`src/sv/tda_pkg.sv`:
```
// Package: shared types and constants for the track distance accumulator.
package tda_pkg;
  localparam int AccBits = 48;

  typedef enum logic [1:0] {
    KIND_FIX   = 2'd0,
    KIND_START = 2'd1,
    KIND_STOP  = 2'd2,
    KIND_SPARE = 2'd3
  } kind_t;

  typedef enum logic [2:0] {
    ST_IDLE,
    ST_STEP,
    ST_ORIG,
    ST_DIV,
    ST_OUT
  } state_t;

  typedef enum logic [1:0] {
    PH_IDLE,
    PH_SQ,
    PH_RT
  } hyp_phase_t;
endpackage

```
`src/sv/tda_if.sv`:
```
// Interfaces: input and output channels of the accumulator.
interface tda_in_if #(parameter int COORD_BITS = 24);
  logic                         valid;
  logic                         ready;
  logic [1:0]                   kind;
  logic signed [COORD_BITS-1:0] pos_x;
  logic signed [COORD_BITS-1:0] pos_y;
  modport source (output valid, kind, pos_x, pos_y, input ready);
  modport sink   (input valid, kind, pos_x, pos_y, output ready);
endinterface

interface tda_out_if #(parameter int COORD_BITS = 24, parameter int COUNT_BITS = 20);
  logic                         valid;
  logic                         ready;
  logic signed [COORD_BITS-1:0] final_x;
  logic signed [COORD_BITS-1:0] final_y;
  logic [47:0]                  path_length;
  logic [COORD_BITS:0]          origin_distance;
  logic [COORD_BITS:0]          mean_origin_distance;
  logic [COUNT_BITS-1:0]        fix_count;
  modport source (output valid, final_x, final_y, path_length, origin_distance,
                  mean_origin_distance, fix_count, input ready);
  modport sink   (input valid, final_x, final_y, path_length, origin_distance,
                  mean_origin_distance, fix_count, output ready);
endinterface

```
`src/sv/track_distance_accumulator_core.sv`:
```
// Top level: path length and origin distance accumulator over position fixes.
// Sequence: a counted fix runs two serial roots in the hypot unit, the step root
// and then the origin root; a stop fix adds a serial division and the output beat.
// Fixes accepted while not tracking, start fixes among them, stay in the idle state.
// Flow: one fix at a time, none accepted until the block is idle; input held off while a result beat waits.
// Reset (rst, synchronous): not tracking, accumulators and count cleared.
module track_distance_accumulator_core #(
  parameter int COORD_BITS = 24,
  parameter int COUNT_BITS = 20
) (
  input logic clk,
  input logic rst,
  tda_in_if.sink    in_ch,
  tda_out_if.source out_ch
);
  localparam int DW = COORD_BITS + 1;
  localparam int AW = tda_pkg::AccBits;
  localparam int DCW = $clog2(AW + 1);

  tda_pkg::state_t state, state_next;

  logic                         tracking;
  logic signed [COORD_BITS-1:0] origin_x, origin_y, last_x, last_y, cur_x, cur_y;
  logic                         is_stop;
  logic [AW-1:0]                path_total, origin_sum;
  logic [COUNT_BITS-1:0]        counted;
  logic [DW-1:0]                odist;

  logic             h_start, h_done;
  logic [DW-1:0]    mag_a, mag_b;
  logic [DW:0]      h_root;
  logic signed [COORD_BITS:0] da, db;

  logic [AW-1:0]    dq;
  logic [COUNT_BITS:0] drem;
  logic [DCW-1:0]   dcnt;
  logic [COUNT_BITS:0] drem_sh;

  logic [AW:0]      acc_sum;
  logic             accept;

  assign in_ch.ready = (state == tda_pkg::ST_IDLE) && !out_ch.valid;
  assign accept = in_ch.valid && in_ch.ready;

  // the origin root is launched as the step root completes
  always_comb begin
    if (state == tda_pkg::ST_STEP) begin
      da = (COORD_BITS+1)'(cur_x) - (COORD_BITS+1)'(origin_x);
      db = (COORD_BITS+1)'(cur_y) - (COORD_BITS+1)'(origin_y);
    end else begin
      da = (COORD_BITS+1)'(in_ch.pos_x) - (COORD_BITS+1)'(last_x);
      db = (COORD_BITS+1)'(in_ch.pos_y) - (COORD_BITS+1)'(last_y);
    end
    mag_a = da[COORD_BITS] ? DW'(-da) : DW'(da);
    mag_b = db[COORD_BITS] ? DW'(-db) : DW'(db);
  end

  always_comb begin
    h_start = 1'b0;
    if (accept && tracking) h_start = 1'b1;
    if (state == tda_pkg::ST_STEP && h_done) h_start = 1'b1;
  end

  tda_hypot #(.W(DW)) u_hyp (
    .clk(clk), .rst(rst), .start(h_start), .mag_a(mag_a), .mag_b(mag_b),
    .done(h_done), .root(h_root)
  );

  always_comb begin
    state_next = state;
    unique case (state)
      tda_pkg::ST_IDLE: if (accept && tracking) state_next = tda_pkg::ST_STEP;
      tda_pkg::ST_STEP: if (h_done) state_next = tda_pkg::ST_ORIG;
      tda_pkg::ST_ORIG: if (h_done) state_next = is_stop ? tda_pkg::ST_DIV
                                                          : tda_pkg::ST_IDLE;
      tda_pkg::ST_DIV:  if (dcnt == DCW'(0)) state_next = tda_pkg::ST_OUT;
      tda_pkg::ST_OUT:  state_next = tda_pkg::ST_IDLE;
      default:          state_next = tda_pkg::ST_IDLE;
    endcase
  end

  assign acc_sum = (state == tda_pkg::ST_STEP) ? {1'b0, path_total} + (AW+1)'(h_root)
                                               : {1'b0, origin_sum} + (AW+1)'(h_root);
  assign drem_sh = {drem[COUNT_BITS-1:0], dq[AW-1]};

  always_ff @(posedge clk) begin
    if (rst) begin
      state      <= tda_pkg::ST_IDLE;
      tracking   <= 1'b0;
      origin_x   <= '0;
      origin_y   <= '0;
      last_x     <= '0;
      last_y     <= '0;
      path_total <= '0;
      origin_sum <= '0;
      counted    <= '0;
      out_ch.valid <= 1'b0;
    end else begin
      state <= state_next;
      if (out_ch.valid && out_ch.ready) out_ch.valid <= 1'b0;
      unique case (state)
        tda_pkg::ST_IDLE: if (accept) begin
          cur_x   <= in_ch.pos_x;
          cur_y   <= in_ch.pos_y;
          is_stop <= (in_ch.kind == tda_pkg::KIND_STOP);
          if (!tracking) begin
            if (in_ch.kind == tda_pkg::KIND_START) begin
              tracking   <= 1'b1;
              origin_x   <= in_ch.pos_x;
              origin_y   <= in_ch.pos_y;
              last_x     <= in_ch.pos_x;
              last_y     <= in_ch.pos_y;
              path_total <= '0;
              origin_sum <= '0;
              counted    <= '0;
            end
          end else begin
            last_x <= in_ch.pos_x;
            last_y <= in_ch.pos_y;
            if (counted != {COUNT_BITS{1'b1}}) counted <= counted + 1'b1;
          end
        end
        tda_pkg::ST_STEP: if (h_done) begin
          path_total <= acc_sum[AW] ? {AW{1'b1}} : acc_sum[AW-1:0];
        end
        tda_pkg::ST_ORIG: if (h_done) begin
          origin_sum <= acc_sum[AW] ? {AW{1'b1}} : acc_sum[AW-1:0];
          odist      <= h_root[DW-1:0];
          dq         <= acc_sum[AW] ? {AW{1'b1}} : acc_sum[AW-1:0];
          drem       <= '0;
          dcnt       <= DCW'(AW);
        end
        tda_pkg::ST_DIV: if (dcnt != DCW'(0)) begin
          dcnt <= dcnt - 1'b1;
          if (drem_sh >= {1'b0, counted}) begin
            drem <= drem_sh - {1'b0, counted};
            dq   <= {dq[AW-2:0], 1'b1};
          end else begin
            drem <= drem_sh;
            dq   <= {dq[AW-2:0], 1'b0};
          end
        end
        tda_pkg::ST_OUT: begin
          out_ch.valid                <= 1'b1;
          out_ch.final_x              <= cur_x;
          out_ch.final_y              <= cur_y;
          out_ch.path_length          <= path_total;
          out_ch.origin_distance      <= odist;
          out_ch.mean_origin_distance <= (dq > AW'({DW{1'b1}})) ? {DW{1'b1}}
                                                                : dq[DW-1:0];
          out_ch.fix_count            <= counted;
          tracking                    <= 1'b0;
        end
        default: ;
      endcase
    end
  end

  a_no_accept_busy: assert property (@(posedge clk) disable iff (rst)
    (state != tda_pkg::ST_IDLE) |-> !in_ch.ready) else $error("accept while busy");
  a_out_after_div: assert property (@(posedge clk) disable iff (rst)
    $rose(out_ch.valid) |-> $past(state) == tda_pkg::ST_OUT) else $error("stray result");
  a_count_nonzero: assert property (@(posedge clk) disable iff (rst)
    (state == tda_pkg::ST_DIV) |-> counted != '0) else $error("zero count");
endmodule

```
`src/sv/tda_hypot.sv`:
```
// Bit-serial floor(sqrt(dx*dx+dy*dy)): squares by shift-add, root by restoring digits.
module tda_hypot #(
  parameter int W = 25
) (
  input  logic         clk,
  input  logic         rst,
  input  logic         start,
  input  logic [W-1:0] mag_a,
  input  logic [W-1:0] mag_b,
  output logic         done,
  output logic [W:0]   root
);
  localparam int SW = 2 * W + 2;
  localparam int CW = $clog2(W + 2) + 1;

  tda_pkg::hyp_phase_t phase, phase_next;
  logic [CW-1:0]    cnt;
  logic [W-1:0]     ma, mb;
  logic [W-1:0]     mpa, mpb;
  logic [SW-1:0]    sum;
  logic [SW+1:0]    rem;
  logic [W:0]       q;
  logic [SW+1:0]    rem_sh;
  logic [SW+1:0]    trial;

  always_comb begin
    rem_sh = {rem[SW-1:0], sum[SW-1 -: 2]};
    trial  = {{(SW-W-1){1'b0}}, q, 2'b01};
  end

  always_comb begin
    phase_next = phase;
    unique case (phase)
      tda_pkg::PH_IDLE: if (start) phase_next = tda_pkg::PH_SQ;
      tda_pkg::PH_SQ:   if (cnt == CW'(1)) phase_next = tda_pkg::PH_RT;
      tda_pkg::PH_RT:   if (cnt == CW'(1)) phase_next = tda_pkg::PH_IDLE;
      default:          phase_next = tda_pkg::PH_IDLE;
    endcase
  end

  always_ff @(posedge clk) begin
    done <= 1'b0;
    if (rst) begin
      phase <= tda_pkg::PH_IDLE;
    end else begin
      phase <= phase_next;
      unique case (phase)
        tda_pkg::PH_IDLE: if (start) begin
          ma    <= mag_a;
          mb    <= mag_b;
          mpa   <= mag_a;
          mpb   <= mag_b;
          sum   <= '0;
          cnt   <= CW'(W);
        end
        tda_pkg::PH_SQ: begin
          sum <= sum + (mpa[W-1] ? SW'(ma) << (cnt - 1'b1) : '0)
                     + (mpb[W-1] ? SW'(mb) << (cnt - 1'b1) : '0);
          mpa <= mpa << 1;
          mpb <= mpb << 1;
          cnt <= cnt - 1'b1;
          if (cnt == CW'(1)) begin
            rem   <= '0;
            q     <= '0;
            cnt   <= CW'(W + 1);
          end
        end
        tda_pkg::PH_RT: begin
          sum <= sum << 2;
          if (rem_sh >= trial) begin
            rem <= rem_sh - trial;
            q   <= {q[W-1:0], 1'b1};
          end else begin
            rem <= rem_sh;
            q   <= {q[W-1:0], 1'b0};
          end
          cnt <= cnt - 1'b1;
          if (cnt == CW'(1)) begin
            done  <= 1'b1;
          end
        end
        default: ;
      endcase
    end
  end

  assign root = q;
endmodule
```
`src/flat_wrapper.sv`:
```
// flat-port wrapper written by rule: the top's interface ports become plain ports
module track_distance_accumulator_core_flat 
#(
  parameter int COORD_BITS = 24,
  parameter int COUNT_BITS = 20
)
  (clk, rst, in_ch_valid, in_ch_kind, in_ch_pos_x, in_ch_pos_y, in_ch_ready, out_ch_valid, out_ch_final_x, out_ch_final_y, out_ch_path_length, out_ch_origin_distance, out_ch_mean_origin_distance, out_ch_fix_count, out_ch_ready);
  tda_in_if #(.COORD_BITS(COORD_BITS)) in_ch_i ();
  tda_out_if #(.COORD_BITS(COORD_BITS), .COUNT_BITS(COUNT_BITS)) out_ch_i ();
  input logic clk;
  input logic rst;
  input wire logic [$bits(in_ch_i.valid)-1:0] in_ch_valid;
  input wire logic [$bits(in_ch_i.kind)-1:0] in_ch_kind;
  input wire logic [$bits(in_ch_i.pos_x)-1:0] in_ch_pos_x;
  input wire logic [$bits(in_ch_i.pos_y)-1:0] in_ch_pos_y;
  output wire logic [$bits(in_ch_i.ready)-1:0] in_ch_ready;
  output wire logic [$bits(out_ch_i.valid)-1:0] out_ch_valid;
  output wire logic [$bits(out_ch_i.final_x)-1:0] out_ch_final_x;
  output wire logic [$bits(out_ch_i.final_y)-1:0] out_ch_final_y;
  output wire logic [$bits(out_ch_i.path_length)-1:0] out_ch_path_length;
  output wire logic [$bits(out_ch_i.origin_distance)-1:0] out_ch_origin_distance;
  output wire logic [$bits(out_ch_i.mean_origin_distance)-1:0] out_ch_mean_origin_distance;
  output wire logic [$bits(out_ch_i.fix_count)-1:0] out_ch_fix_count;
  input wire logic [$bits(out_ch_i.ready)-1:0] out_ch_ready;
  assign in_ch_i.valid = in_ch_valid;
  assign in_ch_i.kind = in_ch_kind;
  assign in_ch_i.pos_x = in_ch_pos_x;
  assign in_ch_i.pos_y = in_ch_pos_y;
  assign in_ch_ready = in_ch_i.ready;
  assign out_ch_valid = out_ch_i.valid;
  assign out_ch_final_x = out_ch_i.final_x;
  assign out_ch_final_y = out_ch_i.final_y;
  assign out_ch_path_length = out_ch_i.path_length;
  assign out_ch_origin_distance = out_ch_i.origin_distance;
  assign out_ch_mean_origin_distance = out_ch_i.mean_origin_distance;
  assign out_ch_fix_count = out_ch_i.fix_count;
  assign out_ch_i.ready = out_ch_ready;
  track_distance_accumulator_core #(.COORD_BITS(COORD_BITS), .COUNT_BITS(COUNT_BITS)) u_core (.clk(clk), .rst(rst), .in_ch(in_ch_i), .out_ch(out_ch_i));
endmodule
```
`config.mk`:
```
export PLATFORM = sky130hd
export DESIGN_NAME = track_distance_accumulator_core_flat
export DESIGN_NICKNAME = d
export VERILOG_FILES = /design/src/sv/tda_pkg.sv /design/src/sv/tda_if.sv /design/src/sv/track_distance_accumulator_core.sv /design/src/sv/tda_hypot.sv /design/src/flat_wrapper.sv
export SDC_FILE = /design/constraint.sdc
export NUM_CORES = 2
export LEC_CHECK = 0
export ABC_AREA = 1
export BUFFER_PORTS_ARGS = -buffer_cell sky130_fd_sc_hd__clkbuf_2
export CORE_MARGIN = 10
export CORE_UTILIZATION = 48
export CTS_BUF_LIST = sky130_fd_sc_hd__clkbuf_4
export CTS_CLUSTER_SIZE = 10
export DETAILED_ROUTE_END_ITERATION = 10
export PLACE_DENSITY = 0.66
export SLEW_MARGIN = 5
export SYNTH_ARGS = -nofsm -noshare
export SYNTH_HDL_FRONTEND = slang
export SYNTH_SLANG_ARGS = --single-unit
export TNS_END_PERCENT = 10
```
`constraint.sdc`:
```
create_clock -name clk -period 10.7 [get_ports clk]
set_clock_uncertainty 0.15 [all_clocks]
set_input_delay 1.07 -clock clk [delete_from_list [all_inputs] [get_ports clk]]
set_output_delay 1.07 -clock clk [all_outputs]
set_load 0.005 [all_outputs]
```
==> impl_results.md <==
* Critical path class: flip-flop to flip-flop
* Status: complete, no violations
* Die area at 122,000 sq um
* Hold slack at 0.141 ns
* DR DRC count at 0
* Crit path top cell by count: o21ai_0
* Syn Area/Cell at 7.37 sq um
* Initial DRC Count at 4,061
* First-pass GRT wire length at 275,000 um
* DP HPWL at 142,000 um
* Setup violators final at 0
* Share of flip-flops with an asynchronous set or reset at 0%
* Relative slew slack at 19.6%
* Rows at 120
* Pre-CTS worst setup slack at 3.32 ns
* Clock-pin slew on the worst setup and hold paths at 0.07 ns
* Final wirelength at 181,000 um
* Achievable frequency at 131 MHz
* Worst setup EP type: flip-flop
* Routability Congestion at 1.00
* Initial Utilization at 48.4%
* Power per standard cell area at 194 nW/um^2
* Post-Syn Nets at 7,393
* Vias per cell at 5.46
* Worst-Skew Late Latency at 1.21 ns
* CP max-delay cell: o21ai_0
* Yosys top cell area share at 31.8%
* Mapped Area at 51,900 sq um
* Uppermost routed layer: met5
* YS warnings at 0
* PostCTS Resize Cnt at 0
* Core ar. at 107,000 sq um
* Layout Nets at 7,693
* Synth Flop Type: edfxtp_1
* Crit share post-route at 71.5%
* CTS Buf Count at 204
* WP data required at 11.43 ns
* Top post-synthesis cells by area: edfxtp_1 (32%), nand2_1 (15%), dfxtp_1 (8.5%)
* Min cycle time layout at 7.65 ns
* Share of post-route cells with drive strength above 1 at 9.95%
* Setup TNS Final at 0 ns
* Top cells by count, synth: nand2_1 (2,127), inv_1 (927), nor2_1 (583), edfxtp_1 (550), a21oi_1 (545)
* Wire length on met1 at 78,500 um
* Max-cap violations at 0
* Metal3 WL at 12,500 um
* Largest net degree at the start of global routing at 93
* VDD IR max at 117 uV
* Pleak at 0.0256 uW
* Most numerous cell in the Yosys netlist: nand2_1
* H-Tree Depth at 4
* #FFs+latches synth at 770
* Hold crit path type: input port to flip-flop
* EDFF count, synth at 550
* Bufs on Longest Clock Path at 3
* Pins over their slew limit at 0
* Post-DR wirelength/cell at 20.3 um
* Port bufs at 221
* Number of library cell types mapped by synthesis at 66
* Antenna viol nets, final at 0
* 1st-pass router iterations at 6
* Crit Path Max Fanout at 57
* IO Pins at 222
* Unrepaired setup endpoints after global routing: false
* Grt total ovfl at 0
* CTS tree: built
* Fin util at 53.7%
* WL met2 at 84,000 um
* PnR worst setup slack at 3.05 ns
* PnR Total Power at 11,200 uW
* Worst Tran Pin Value at 1.21 ns
* Root buf cell: clkbuf_4
* P&R area growth vs syn at 10.8%
* # clock sinks at 770
* Synth Instances at 7,050
* Critical Path Start Type: flip-flop
* Max stage delay on crit path at 0.57 ns
* Fin. Hold Viols at 0
* Initial antenna violation count at 28
* Number of global-route vias before repair at 47,298
* WP data arrival at 8.37 ns
* Seq/Total Area, Yosys at 40.3%
* Total track usage at 29.1%
* Height of the die at 349 um
* DR vias at 48,833
* Leading area contributor after synthesis: edfxtp_1
* Die width at 349 um
-- kinds of logic (layout without fill, tap and decap cells) --
family	count (synthesis)	after routing	share of synthesized area [%]
mux	35	35	0.675
flops	770	770	40.3
buf+inv	1166	1645	8.66
fa+ha+maj	289	289	7.80
simple gates	3409	3409	27.3
xor+xnor	112	112	1.92
compound gates	1269	1269	13.3
other cells	0	4	0
-- per-layer routing --
metal  track usage [%]  vias to the layer above
li1                  -                    23999
met1              37.7                    22911
met2              48.1                     1557
met3              5.80                      346
met4              10.3                       20
met5                 0                        -
-- final cells by class --
class,count,area (sq um)
Fill cell,10679,49700
Multi-Input combinational cell,5114,26600
Sequential cell,770,20900
Inverter,946,3560
Clock buffer,303,2270
Timing Repair Buffer,314,1920
Tap cell,1403,1760
Clock inverter,82,453
Antenna cell,4,10.0
-- worst paths after layout --
kind	cells after the start	start	to	slack [ns]
worst max-delay path	26	u_core.u_hyp.cnt[0]	u_core.u_hyp.sum[47]	3.05
worst min-delay path	2	in_ch_kind[0]	u_core.is_stop	0.14
worst max register to register	26	u_core.u_hyp.cnt[0]	u_core.u_hyp.sum[47]	3.05
worst min register to register	0	u_core.odist[11]	u_core.out_ch.origin_distance[11]	0.27
-- layout by cell type, fill, tap and decap left out, types with 18 or more instances in the layout --
cell type and instances:
nand3b_1 29, buf_4 50, clkinv_1 60, xor2_1 57, xnor2_1 52, o21a_1 23, clkbuf_4 303, dlygate4sd3_1 44
nor3_1 68, nand3_2 18, dfxtp_1 220, clkbuf_2 220, a31oi_1 31, nand3_1 375, edfxtp_1 550, mux2i_1 35
fa_1 58, o21bai_1 20, ha_1 229, a21oi_1 545, a211oi_1 25, nand2_1 2123, or2_2 23, nor2_1 578
inv_1 923, nand4_1 103, o21ai_0 505
-- worst max-delay path: cells and delay by family (launching register included) --
kind | cells | cell delay (ns)
flops | 1 | 0.32
simple gates | 7 | 0.65
buf+inv | 7 | 2.11
compound gates | 9 | 2.79
fa+ha+maj | 3 | 1.30
-- metrics by stage --
step | instances | area, sq um
floorplan | 7050 | 51900
global placement | 8503 | 54300
detailed placement | 8503 | 54300
CTS | 8932 | 57500
global route | 8935 | 57500
finish | 8936 | 57500
-- what timing repair did --
item | CTS | global route
endpoints found under the setup margin | 0 | 0
setup buffers | 0 | 0
hold endpoints to repair | 59 | 0
hold buffers | 44 | 0
-- flip-flops by register name, summed over array words and instances (netlist names), 25 cells and up --
register                            count
u_core.dq                              48
u_core.odist                           25
u_core.origin_sum                      48
u_core.out_ch.mean_origin_distance     25
u_core.out_ch.origin_distance          25
u_core.out_ch.path_length              48
u_core.path_total                      48
u_core.u_hyp.ma                        25
u_core.u_hyp.mb                        25
u_core.u_hyp.mpa                       25
u_core.u_hyp.mpb                       25
u_core.u_hyp.rem                       52
u_core.u_hyp.root                      26
u_core.u_hyp.sum                       52
-- report_power, final --
| group | internal (uW) | switching [uW] | leakage [uW] | total, uW |
|---|---|---|---|---|
| logic | 1330 | 3370 | 0.0171 | 4700 |
| registers | 3640 | 156 | 0.00682 | 3800 |
| clock network | 1330 | 1350 | 0.00161 | 2670 |
| total | 6300 | 4870 | 0.0256 | 11200 |
(Power assumes the default switching activity.)
